`config.mk`:
```
export PLATFORM = sky130hd
export DESIGN_NAME = weighted_channel_dwell_scheduler
export DESIGN_NICKNAME = d
export VERILOG_FILES = /design/src/hdl/wcds_pkg.sv /design/src/hdl/weighted_channel_dwell_scheduler.sv
export SDC_FILE = /design/constraint.sdc
export NUM_CORES = 2
export LEC_CHECK = 0
export ABC_AREA = 1
export ABC_CLOCK_PERIOD_IN_PS = 6650
export BUFFER_PORTS_ARGS = -buffer_cell sky130_fd_sc_hd__buf_2
export CAP_MARGIN = 20
export CORE_MARGIN = 1
export CORE_UTILIZATION = 55
export CTS_CLUSTER_SIZE = 30
export DETAILED_ROUTE_END_ITERATION = 10
export PLACE_DENSITY = 0.77
export SYNTH_ARGS = -nofsm -noshare
export SYNTH_HDL_FRONTEND = slang
export SYNTH_SLANG_ARGS = --single-unit
```
`constraint.sdc`:
```
create_clock -name clk -period 6.65 [get_ports clk]
set_input_delay 0.9975 -clock clk [delete_from_list [all_inputs] [get_ports clk]]
set_output_delay 0.9975 -clock clk [all_outputs]
set_load 0.03 [all_outputs]
```
`src/hdl/wcds_pkg.sv`:
```
// Package for the weighted channel dwell scheduler.
// Shared constants: defaults, register indexes, function codes and field widths.
// No dependencies.
package wcds_pkg;
	localparam int CHANNELS_DEF       = 11;
	localparam int PERIOD_RESET       = 1100;
	localparam int MIN_INTERVAL_RESET = 100;
	localparam int EARLY_SLACK_MS     = 5;

	localparam int PERIOD_W = 20;
	localparam int MIN_W    = 16;
	localparam int CHAN_W   = 5;
	localparam int TIME_W   = 32;
	localparam int COUNT_W  = 32;
	localparam int RATE_W   = 48;
	localparam int SUM_W    = 52;
	localparam int PROD_W   = RATE_W + PERIOD_W;

	// configuration register indexes
	localparam logic REG_PERIOD = 1'b0;
	localparam logic REG_MIN    = 1'b1;

	// input function codes
	localparam logic FUNC_PACKET = 1'b0;
	localparam logic FUNC_TIMER  = 1'b1;
endpackage

```
`src/hdl/weighted_channel_dwell_scheduler.sv`:
```
// Weighted channel dwell scheduler, top level.
// Depends on wcds_pkg.
// A packet transfer credits a channel count. A timer transfer gives the next
// channel and its interval in the cycle after, except after the last channel of
// a rotation: then the intervals are recomputed through one shared restoring
// divider and one shift-add multiplier, first the rates and then the shares,
// during which in_ready is low.
module weighted_channel_dwell_scheduler #(
	parameter int CHANNELS = wcds_pkg::CHANNELS_DEF
) (
	input  logic                          clk,
	input  logic                          arst_n,
	input  logic                          cfg_we,
	input  logic                          cfg_idx,
	input  logic [wcds_pkg::PERIOD_W-1:0] cfg_wdata,
	input  logic                          in_valid,
	output logic                          in_ready,
	input  logic                          func,
	input  logic [wcds_pkg::TIME_W-1:0]   time_ms,
	input  logic                          has_tag,
	input  logic [7:0]                    tx_channel,
	output logic                          out_valid,
	input  logic                          out_ready,
	output logic [wcds_pkg::CHAN_W-1:0]   channel,
	output logic [wcds_pkg::PERIOD_W-1:0] dwell_ms
);
	localparam int IW = (CHANNELS > 1) ? $clog2(CHANNELS) : 1;
	localparam int PW = wcds_pkg::PERIOD_W;
	localparam int CW = wcds_pkg::CHAN_W;
	localparam int TW = wcds_pkg::TIME_W;
	localparam int NW = wcds_pkg::COUNT_W;
	localparam int RW = wcds_pkg::RATE_W;
	localparam int SW = wcds_pkg::SUM_W;
	localparam int DW = wcds_pkg::PROD_W;
	localparam logic [PW-1:0] RST_IVAL = PW'(wcds_pkg::PERIOD_RESET / CHANNELS);
	localparam logic [TW-1:0] RST_MEAS = TW'(wcds_pkg::PERIOD_RESET / CHANNELS);
	localparam logic [IW-1:0] LAST_IDX = IW'(CHANNELS - 1);
	localparam logic [CW-1:0] LAST_CH  = CW'(CHANNELS);

	localparam logic [3:0] S_IDLE  = 4'd0;
	localparam logic [3:0] S_RATE  = 4'd1;
	localparam logic [3:0] S_DIV   = 4'd2;
	localparam logic [3:0] S_RDONE = 4'd3;
	localparam logic [3:0] S_CHK   = 4'd4;
	localparam logic [3:0] S_FIND  = 4'd5;
	localparam logic [3:0] S_MSET  = 4'd6;
	localparam logic [3:0] S_MUL   = 4'd7;
	localparam logic [3:0] S_APPLY = 4'd8;
	localparam logic [3:0] S_CLEAR = 4'd9;

	logic [3:0]          st_q;
	logic [PW-1:0]       period_q;
	logic [15:0]         min_q;
	logic [CW-1:0]       cur_q;
	logic [TW-1:0]       start_q;
	logic [NW-1:0]       counts_q [CHANNELS];
	logic [PW-1:0]       ival_q   [CHANNELS];
	logic [TW-1:0]       meas_q   [CHANNELS];
	logic [RW-1:0]       rate_q   [CHANNELS];
	logic [CHANNELS-1:0] done_q;
	logic [IW-1:0]       idx_q;
	logic [IW-1:0]       best_q;
	logic [RW-1:0]       best_rate_q;
	logic                bv_q;
	logic [SW-1:0]       sum_q;
	logic [PW-1:0]       tl_q;
	logic                share_q;
	logic [6:0]          cnt_q;
	logic [DW-1:0]       dvd_q;
	logic [SW-1:0]       dvs_q;
	logic [SW-1:0]       rem_q;
	logic [RW-1:0]       quo_q;
	logic [DW-1:0]       acc_q;
	logic                out_valid_q;
	logic [CW-1:0]       out_chan_q;
	logic [PW-1:0]       out_dwell_q;

	// packet credit target
	logic [TW-1:0] diff;
	logic          pk_cur;
	logic          pk_ok;
	logic [CW-1:0] tgt;
	logic [IW-1:0] cnt_addr;
	logic [NW-1:0] cnt_rd;
	logic [IW-1:0] ival_addr;
	logic [PW-1:0] ival_rd;
	logic          accept;

	assign accept = in_valid && in_ready;
	assign diff   = time_ms - start_q + TW'(wcds_pkg::EARLY_SLACK_MS);
	assign pk_cur = !diff[TW-1];
	assign tgt    = pk_cur ? cur_q : cur_q - CW'(1);
	assign pk_ok  = has_tag && (cur_q != '0) && (pk_cur || cur_q != CW'(1))
		&& (tx_channel == 8'h00 || tx_channel == {3'b000, tgt});

	// single read address per array
	always_comb begin
		logic [CW-1:0] t1;
		t1       = tgt - CW'(1);
		cnt_addr = (st_q == S_IDLE) ? t1[IW-1:0] : idx_q;
		cnt_rd   = counts_q[cnt_addr];
		ival_addr = (st_q == S_IDLE) ? cur_q[IW-1:0] : '0;
		ival_rd   = ival_q[ival_addr];
	end

	// shared divider step
	logic [SW:0]   r2;
	logic          ge;
	logic [SW-1:0] rem_n;
	logic [RW-1:0] quo_n;
	assign r2    = {rem_q, dvd_q[DW-1]};
	assign ge    = r2 >= {1'b0, dvs_q};
	assign rem_n = ge ? SW'(r2 - {1'b0, dvs_q}) : rem_q << 1 | SW'(dvd_q[DW-1]);
	assign quo_n = {quo_q[RW-2:0], ge};

	// shift-add multiplier step
	logic [DW-1:0] acc_n;
	assign acc_n = (acc_q << 1) + (tl_q[cnt_q[4:0]] ? DW'(best_rate_q) : '0);

	// minimum search candidate
	logic take;
	assign take = !done_q[idx_q] && (!bv_q || rate_q[idx_q] < best_rate_q);

	// share to interval
	logic [PW-1:0] q20;
	logic [PW-1:0] ivl;
	assign q20 = quo_q[PW-1:0];
	assign ivl = (q20 < PW'(min_q)) ? PW'(min_q) : q20;

	assign in_ready  = (st_q == S_IDLE) && (!out_valid_q || out_ready);
	assign out_valid = out_valid_q;
	assign channel   = out_chan_q;
	assign dwell_ms  = out_dwell_q;

	// configuration registers
	always_ff @(posedge clk or negedge arst_n) begin
		if (!arst_n) begin
			period_q <= PW'(wcds_pkg::PERIOD_RESET);
			min_q    <= 16'(wcds_pkg::MIN_INTERVAL_RESET);
		end else if (cfg_we) begin
			case (cfg_idx)
				wcds_pkg::REG_PERIOD: period_q <= cfg_wdata;
				wcds_pkg::REG_MIN:    min_q    <= cfg_wdata[15:0];
				default: ;
			endcase
		end
	end

	// sequencer and state arrays
	always_ff @(posedge clk or negedge arst_n) begin
		if (!arst_n) begin
			st_q        <= S_IDLE;
			cur_q       <= '0;
			start_q     <= '0;
			out_valid_q <= 1'b0;
			done_q      <= '0;
			idx_q       <= '0;
			best_q      <= '0;
			bv_q        <= 1'b0;
			sum_q       <= '0;
			tl_q        <= '0;
			share_q     <= 1'b0;
			cnt_q       <= '0;
			for (int i = 0; i < CHANNELS; i++) begin
				counts_q[i] <= '0;
				ival_q[i]   <= RST_IVAL;
				meas_q[i]   <= RST_MEAS;
				rate_q[i]   <= '0;
			end
		end else begin
			if (out_valid_q && out_ready)
				out_valid_q <= 1'b0;
			case (st_q)
				S_IDLE: begin
					if (accept && func == wcds_pkg::FUNC_PACKET) begin
						if (pk_ok && cnt_rd != '1)
							counts_q[cnt_addr] <= cnt_rd + NW'(1);
					end else if (accept) begin
						if (cur_q != '0)
							meas_q[IW'(cur_q - CW'(1))] <= time_ms - start_q;
						start_q <= time_ms;
						if (cur_q == LAST_CH) begin
							idx_q <= '0;
							sum_q <= '0;
							st_q  <= S_RATE;
						end else begin
							cur_q       <= cur_q + CW'(1);
							out_valid_q <= 1'b1;
							out_chan_q  <= cur_q + CW'(1);
							out_dwell_q <= ival_rd;
						end
					end
				end
				// start rate division for one channel
				S_RATE: begin
					if (meas_q[idx_q] == '0) begin
						quo_q <= '0;
						st_q  <= S_RDONE;
					end else begin
						dvd_q   <= DW'({cnt_rd, 16'h0000});
						dvs_q   <= SW'(meas_q[idx_q]);
						rem_q   <= '0;
						quo_q   <= '0;
						cnt_q   <= 7'(DW - 1);
						share_q <= 1'b0;
						st_q    <= S_DIV;
					end
				end
				S_DIV: begin
					rem_q <= rem_n;
					quo_q <= quo_n;
					dvd_q <= dvd_q << 1;
					cnt_q <= cnt_q - 7'd1;
					if (cnt_q == '0)
						st_q <= share_q ? S_APPLY : S_RDONE;
				end
				S_RDONE: begin
					rate_q[idx_q] <= quo_q;
					sum_q         <= sum_q + SW'(quo_q);
					if (idx_q == LAST_IDX) begin
						st_q <= S_CHK;
					end else begin
						idx_q <= idx_q + IW'(1);
						st_q  <= S_RATE;
					end
				end
				S_CHK: begin
					idx_q  <= '0;
					bv_q   <= 1'b0;
					done_q <= '0;
					tl_q   <= period_q;
					st_q   <= (sum_q == '0) ? S_CLEAR : S_FIND;
				end
				// scan for lowest rate not yet placed
				S_FIND: begin
					if (take) begin
						best_q      <= idx_q;
						best_rate_q <= rate_q[idx_q];
						bv_q        <= 1'b1;
					end
					if (idx_q == LAST_IDX) begin
						idx_q <= '0;
						st_q  <= (bv_q || take) ? S_MSET : S_CLEAR;
					end else begin
						idx_q <= idx_q + IW'(1);
					end
				end
				S_MSET: begin
					if (sum_q == '0) begin
						quo_q <= '0;
						st_q  <= S_APPLY;
					end else begin
						acc_q <= '0;
						cnt_q <= 7'(PW - 1);
						st_q  <= S_MUL;
					end
				end
				S_MUL: begin
					acc_q <= acc_n;
					cnt_q <= cnt_q - 7'd1;
					if (cnt_q == '0) begin
						dvd_q   <= acc_n;
						dvs_q   <= sum_q;
						rem_q   <= '0;
						quo_q   <= '0;
						cnt_q   <= 7'(DW - 1);
						share_q <= 1'b1;
						st_q    <= S_DIV;
					end
				end
				S_APPLY: begin
					ival_q[best_q] <= ivl;
					tl_q           <= (tl_q > ivl) ? tl_q - ivl : '0;
					sum_q          <= sum_q - SW'(best_rate_q);
					done_q[best_q] <= 1'b1;
					bv_q           <= 1'b0;
					idx_q          <= '0;
					st_q           <= S_FIND;
				end
				S_CLEAR: begin
					for (int i = 0; i < CHANNELS; i++)
						counts_q[i] <= '0;
					cur_q       <= CW'(1);
					out_valid_q <= 1'b1;
					out_chan_q  <= CW'(1);
					out_dwell_q <= ival_rd;
					st_q        <= S_IDLE;
				end
				default: st_q <= S_IDLE;
			endcase
		end
	end
endmodule

```
# After elaboration in Yosys (flattened, before gate mapping)
# Index checks and enable logic that the tools add are counted.
# Widths: inputs -> output; s select.
[word_totals] word_cells=293 ff_bits=1990
[classes] eq_ne=28 n_reduce_logical=58 bitwise_logic=10 add_sub_neg=13 n_mux=101 order_cmp=17
[op_table] op="$bwmux 352" count=2
[op_table] op="$mux 352" count=2
[op_table] op="$pmux 352 s2" count=1
[op_table] op="$bwmux 528" count=1
[op_table] op="$mux 52" count=8
[op_table] op="$pmux 52 s3" count=2
[op_table] op="$mux 48" count=6
[op_table] op="$bmux 32 s4" count=2
[op_table] op="$demux 32 s4" count=2
[op_table] op="$bwmux 220" count=1
[op_table] op="$pmux 68 s3" count=1
[op_table] op="$bmux 48 s4" count=1
[op_table] op="$demux 48 s4" count=1
[op_table] op="$mux 32" count=6
[op_table] op="$pmux 48 s4" count=1
[op_table] op="$mux 20" count=8
[op_table] op="$mux 68" count=2
[op_table] op="$pmux 67 s2" count=1
[op_table] op="$pmux 52 s2" count=1
[op_table] op="$bmux 20 s4" count=1
[op_table] op="$demux 20 s4" count=1
[op_table] op="$pmux 20 s2" count=2
[op_table] op="$add 68x48->68" count=1
[op_table] op="$mux 4" count=17
[op_table] op="67 further kinds" count=156

# Longest topological paths before layout
[logic_depth] word_depth=14 depth_mapped=45 mapped_depth_nobuf=44

# Worst setup path before layout
# OpenSTA, ideal clock, no wires.
[synth_path] kind="register to register" from="register idx_q[0]" to="register best_rate_q[0] (enable)" path_slack_ps=226 arrival_time_ps=5970 stages_incl_launch_ff=23 path_cell_list="dfrtp_1 inv_1 clkbuf_1 clkbuf_1 clkbuf_1 clkbuf_1 clkbuf_1 clkbuf_1 nor2_1 o21ai_0 nand2_1 nand3_1 ha_1 o21a_1 o211ai_1 a21oi_1 o2111ai_1 o211ai_1 a221oi_1 o21ai_0 a21oi_1 nand2_1 nor2_1"
[synth_via] elab_chain_len=8 elab_cells_between_ends=11
[synth_lines] element="start: declaration" line_no="weighted_channel_dwell_scheduler.sv:61" text="logic [IW-1:0] idx_q;"
[synth_lines] element="start signal: assignment" line_no="weighted_channel_dwell_scheduler.sv:223" text="idx_q <= idx_q + IW'(1);"
[synth_lines] element="start signal: assignment" line_no="weighted_channel_dwell_scheduler.sv:245" text="idx_q <= idx_q + IW'(1);"
[synth_lines] element="$not 4->5 (implied by the code)" line_no="weighted_channel_dwell_scheduler.sv:122" text="assign take = !done_q[idx_q] && (!bv_q || rate_q[idx_q] < best_rate_q);"
[synth_lines] element="$bmux 48 s4" line_no="weighted_channel_dwell_scheduler.sv:122"
[synth_lines] element="$mux 48 (implied by the code) (2 in series)" line_no="weighted_channel_dwell_scheduler.sv:122"
[synth_lines] element="$lt 48x48->1" line_no="weighted_channel_dwell_scheduler.sv:122"
[synth_lines] element="$logic_or 1x1->1" line_no="weighted_channel_dwell_scheduler.sv:122"
[synth_lines] element="$logic_and 1x1->1 (*)" line_no="weighted_channel_dwell_scheduler.sv:122"
[synth_lines] element="$reduce_and 3->1 (no line) (*)"
[synth_lines] element="end signal: assignment" line_no="weighted_channel_dwell_scheduler.sv:238" text="best_rate_q <= rate_q[idx_q];"
[synth_lines] element="end: declaration" line_no="weighted_channel_dwell_scheduler.sv:63" text="logic [RW-1:0] best_rate_q;"
# Mark *: on every way between the ends. The rest lies on a longest branch, timed or not. The select of a mux whose other input is x is not followed.
# A chain may end at the register's enable or synchronous reset.

# Worst setup path in the final report
[layout_path] from="register quo_q[0]" to="register sum_q[47]"
[layout_via] elab_chain_len=2
[layout_lines] element="start: declaration" line_no="weighted_channel_dwell_scheduler.sv:72" text="logic [RW-1:0] quo_q;"
[layout_lines] element="start signal: assignment" line_no="weighted_channel_dwell_scheduler.sv:211" text="quo_q <= quo_n;"
[layout_lines] element="$add 52x48->52" line_no="weighted_channel_dwell_scheduler.sv:219" text="sum_q <= sum_q + SW'(quo_q);"
[layout_lines] element="$pmux 52 s3" line_no="weighted_channel_dwell_scheduler.sv:173" text="case (st_q)"
[layout_lines] element="end signal: assignment" line_no="weighted_channel_dwell_scheduler.sv:219"
[layout_lines] element="end signal: assignment" line_no="weighted_channel_dwell_scheduler.sv:274" text="sum_q <= sum_q - SW'(best_rate_q);"
[layout_lines] element="end: declaration" line_no="weighted_channel_dwell_scheduler.sv:65" text="logic [SW-1:0] sum_q;"
# Every way passes these cells.

==> reports/metrics.csv <==
stage,metric,value,unit
drt,vias_per_cell,6.011,
worst_setup_path,cp-start-kind,flip-flop,
cts,clock_sinks,1990,
synthesis,synth_top_family_by_area,simple AND/OR/NAND/NOR gates,
power_and_ir_drop,netSwitchingPower,7.909,mW
cts,cts-htree-levels,4,
timing,rsz0062_at_grt,yes,
synthesis,yosys_warnings,0,
synthesis,synth.area.mux_share,0.004246,
synthesis,synth-simple-area-share,0.2334,
power_and_ir_drop,p_leak,56.02,nW
power_and_ir_drop,power_density,249.3,nW/um2
worst_setup_path,path_common_cell,nor2_1,
synthesis,synth_cell_type_count,66,
timing,skew,0.06162,ns
synthesis,synth.area.top_cells,"dfrtp_1 37%, nand2_1 13%, o21ai_0 10%",
drt,drtIter0Drc,11690,
timing,worst_pin_slew,1.279,ns
run_status,status,"finished, final reports clean",
synthesis,synth_compound_area_frac,0.1558,
timing,fin_crit,6.183,ns
place,place.gp.congestion,1.006,
synthesis,ys_seq_area_frac,0.4928,
power_and_ir_drop,p_clk_frac,0.420,
place,port_buffers,94,
power_and_ir_drop,total_power,29.06,mW
layout,area_delta_synth_final,11.13,%
power_and_ir_drop,p_seq_frac,0.451,
synthesis,synth_area_leader_cell,dfrtp_1,
synthesis,synth_top_cell_area_share,0.3714,
power_and_ir_drop,irDropWorstVdd,238.1,uV
cts,numCtsBuffers,206,
layout,nFillCells,16135,
floorplan,die_width,438.7,um
grt,overflow,0,
worst_setup_path,cp-end-kind,flip-flop,
timing,drv_slew,0,
drt,wl,336.5,mm
cts,cts.reportedPaths.clkPinSlew,0.07,ns
grt,grt_max_degree,205,
synthesis,syn_inst,13289,
synthesis,syn_nets,13639,
cts,cts.path.max_buffers,3,
floorplan,core_area,188600,um2
worst_setup_path,worstPathArrival,6.89,ns
power_and_ir_drop,internal-power,21.15,mW
grt,antenna_found_initial,9,
layout,postLayoutCoreUtil,0.6181,
worst_setup_path,crit_slowest_cell,edfxtp_1,
floorplan,start_util,0.5562,
power_and_ir_drop,sw_frac_of_total,0.2722,
timing,max_freq,0.1617,GHz
power_and_ir_drop,power.share.combinational,0.129,
worst_setup_path,cp.required,7.36,ns
layout,drive_gt1_frac,0.08830,
synthesis,ys.flop_type,dfrtp_1,
worst_setup_path,critPathMaxStageDelay,0.49,ns
timing,max-slew-margin-rel,0.1383,
timing,setup_viol,0,
cts,clock_latency,0.88,ns
layout,final_nets,13533,
synthesis,synth_edf_count,360,
drt,antenna_left,0,
min_path,min_path_type,in2async,
floorplan,dieArea,192500,um2
grt,grt_pass1_wl,526.4,mm
floorplan,num_rows,159,
floorplan,pin_count,95,
synthesis,syn_area,104900,um2
grt,grt_pass1_vias,91354,
timing,final_hold_viol_count,0,
grt,grt_use_total,0.3467,
floorplan,die_h,438.7,um
drt,first_pass_iters,8,
job,cap_violations,0,
drt,route.detailed.drc,0,
synthesis,synth_common_cells,"3632 x nand2_1, 2161 x o21ai_0, 1557 x dfrtp_1",
place,dp_hpwl,219.7,mm
synthesis,yosysMostFrequentCell,nand2_1,
drt,dr_total_vias,95351,
synthesis,synthArstFlopShare,0.8191,
synthesis,ys_ff_latch,1990,
timing,tns,0,ns
cts,cts_root_buffer,clkbuf_16,
cts,cts_tree,yes,
synthesis,synthAdderAreaFrac,0.03399,
drt,wl_per_cell,21.21,um
worst_setup_path,critPathKind,reg2reg,
synthesis,synth_xor_area_frac,0.01085,
worst_setup_path,critPathMaxFanout,4,
timing,fin_hold_ws,0.04873,ns
timing,min_period_over_period,0.9298,
synthesis,synth_area_per_cell,7.894,um2
cts,ctsHoldBuffers,0,
## routing by layer
metal / vias to the layer above / part of all wire / global-route usage
li1: 43751 / - / -
met1: 45899 / 0.41 / 0.4783
met2: 4910 / 0.45 / 0.5378
met3: 787 / 0.095 / 0.06016
met5: - / 0.000086 / 0
met4: 4 / 0.045 / 0.1516
## area by class of cell
class                           instances  area (um2)  area share
Clock inverter                        105        1279     0.01097
Multi-Input combinational cell       9563       46400      0.3980
Tap cell                             2495        3122     0.02678
Clock buffer                          283        5871     0.05036
Sequential cell                      1990       51700      0.4435
Antenna cell                            4       10.01  0.00008586
Timing Repair Buffer                  548        4875     0.04182
Inverter                              874        3326     0.02853
## registers in the layout, summed over array words and instances (netlist names), 67 cells and up
register / count
acc_q: 67
counts_q: 352
dvd_q: 68
ival_q: 220
meas_q: 352
rate_q: 528
## cell usage in the layout, fill, tap and decap left out, types with 76 or more instances in the layout
cell type,n
nand4_1,76
nand3_1,761
o21ai_0,2156
nor2_1,1282
nand2_1,3627
o21ai_1,91
buf_4,378
edfxtp_1,360
clkbuf_16,211
o22ai_1,222
ha_1,277
a21oi_1,413
buf_2,93
dfrtp_1,1555
inv_1,796
## kinds of logic (layout without fill, tap and decap cells)
logic type | Yosys count | in the layout
AO/OA/AOI/OAI | 3092 | 3092
flip-flops | 1990 | 1990
AND/OR/NAND/NOR | 6015 | 6015
buffers and inverters | 1736 | 1810
adder cells (fa/ha/maj) | 282 | 282
XOR/XNOR | 130 | 130
multiplexers | 44 | 44
other | 0 | 4
## worst max-delay path, delay by kind of cell, from the launching register on
kind / cells / cell delay, ns
flops: 1 / 0.49
fa+ha+maj: 2 / 0.56
xor+xnor: 1 / 0.21
simple gates: 24 / 2.90
compound gates: 6 / 1.52
buf+inv: 4 / 0.35
## final timing paths
kind                            slack (ns)                        end                     from  depth (start not counted)
worst max-delay path                  0.47      sum_q[47]$_DFFE_PN0P_   quo_q[0]$_SDFFCE_PN0P_                         37
worst min-delay path                  0.05  counts_q[227]$_DFFE_PN0P_                   arst_n                          1
worst max register to register        0.47      sum_q[47]$_DFFE_PN0P_   quo_q[0]$_SDFFCE_PN0P_                         37
worst min register to register        0.48    rate_q[106]$_DFFE_PN0P_  rate_q[106]$_DFFE_PN0P_                          2
max in group asynchronous             4.27    rate_q[372]$_DFFE_PN0P_                   arst_n                          3
min in group clk                      0.35    start_q[31]$_DFFE_PN0P_              time_ms[31]                          3
## power groups by stage
| stage | combinational [mW] | clock [mW] | sequential, mW |
|---|---|---|---|
| floorplan | 2.51 | 0 | 13.2 |
| global placement | 3.59 | 0 | 13.3 |
| detailed placement | 3.67 | 0 | 13.3 |
| CTS | 3.70 | 12.3 | 13.1 |
| global route | 4.18 | 12.8 | 13.1 |
| finish | 3.75 | 12.2 | 13.1 |
## stage by stage
step,setup slack (ns),cell area [um2],instances
global route,0.004170,116600,15859
detailed placement,0.07705,109200,15461
global placement,0.09963,109200,15461
floorplan,0.2261,104900,13289
finish,0.4671,116600,15862
CTS,0.1574,116300,15849
## timing repair
| item | 4_1_cts | 5_1_grt |
|---|---|---|
| resized for setup | 0 | 18 |
| endpoints found under the hold margin | 0 | 0 |
| setup endpoints to repair | 0 | 28 |
| buffers inserted | 0 | 1 |
Note: power is estimated with default switching activity, not from simulation.
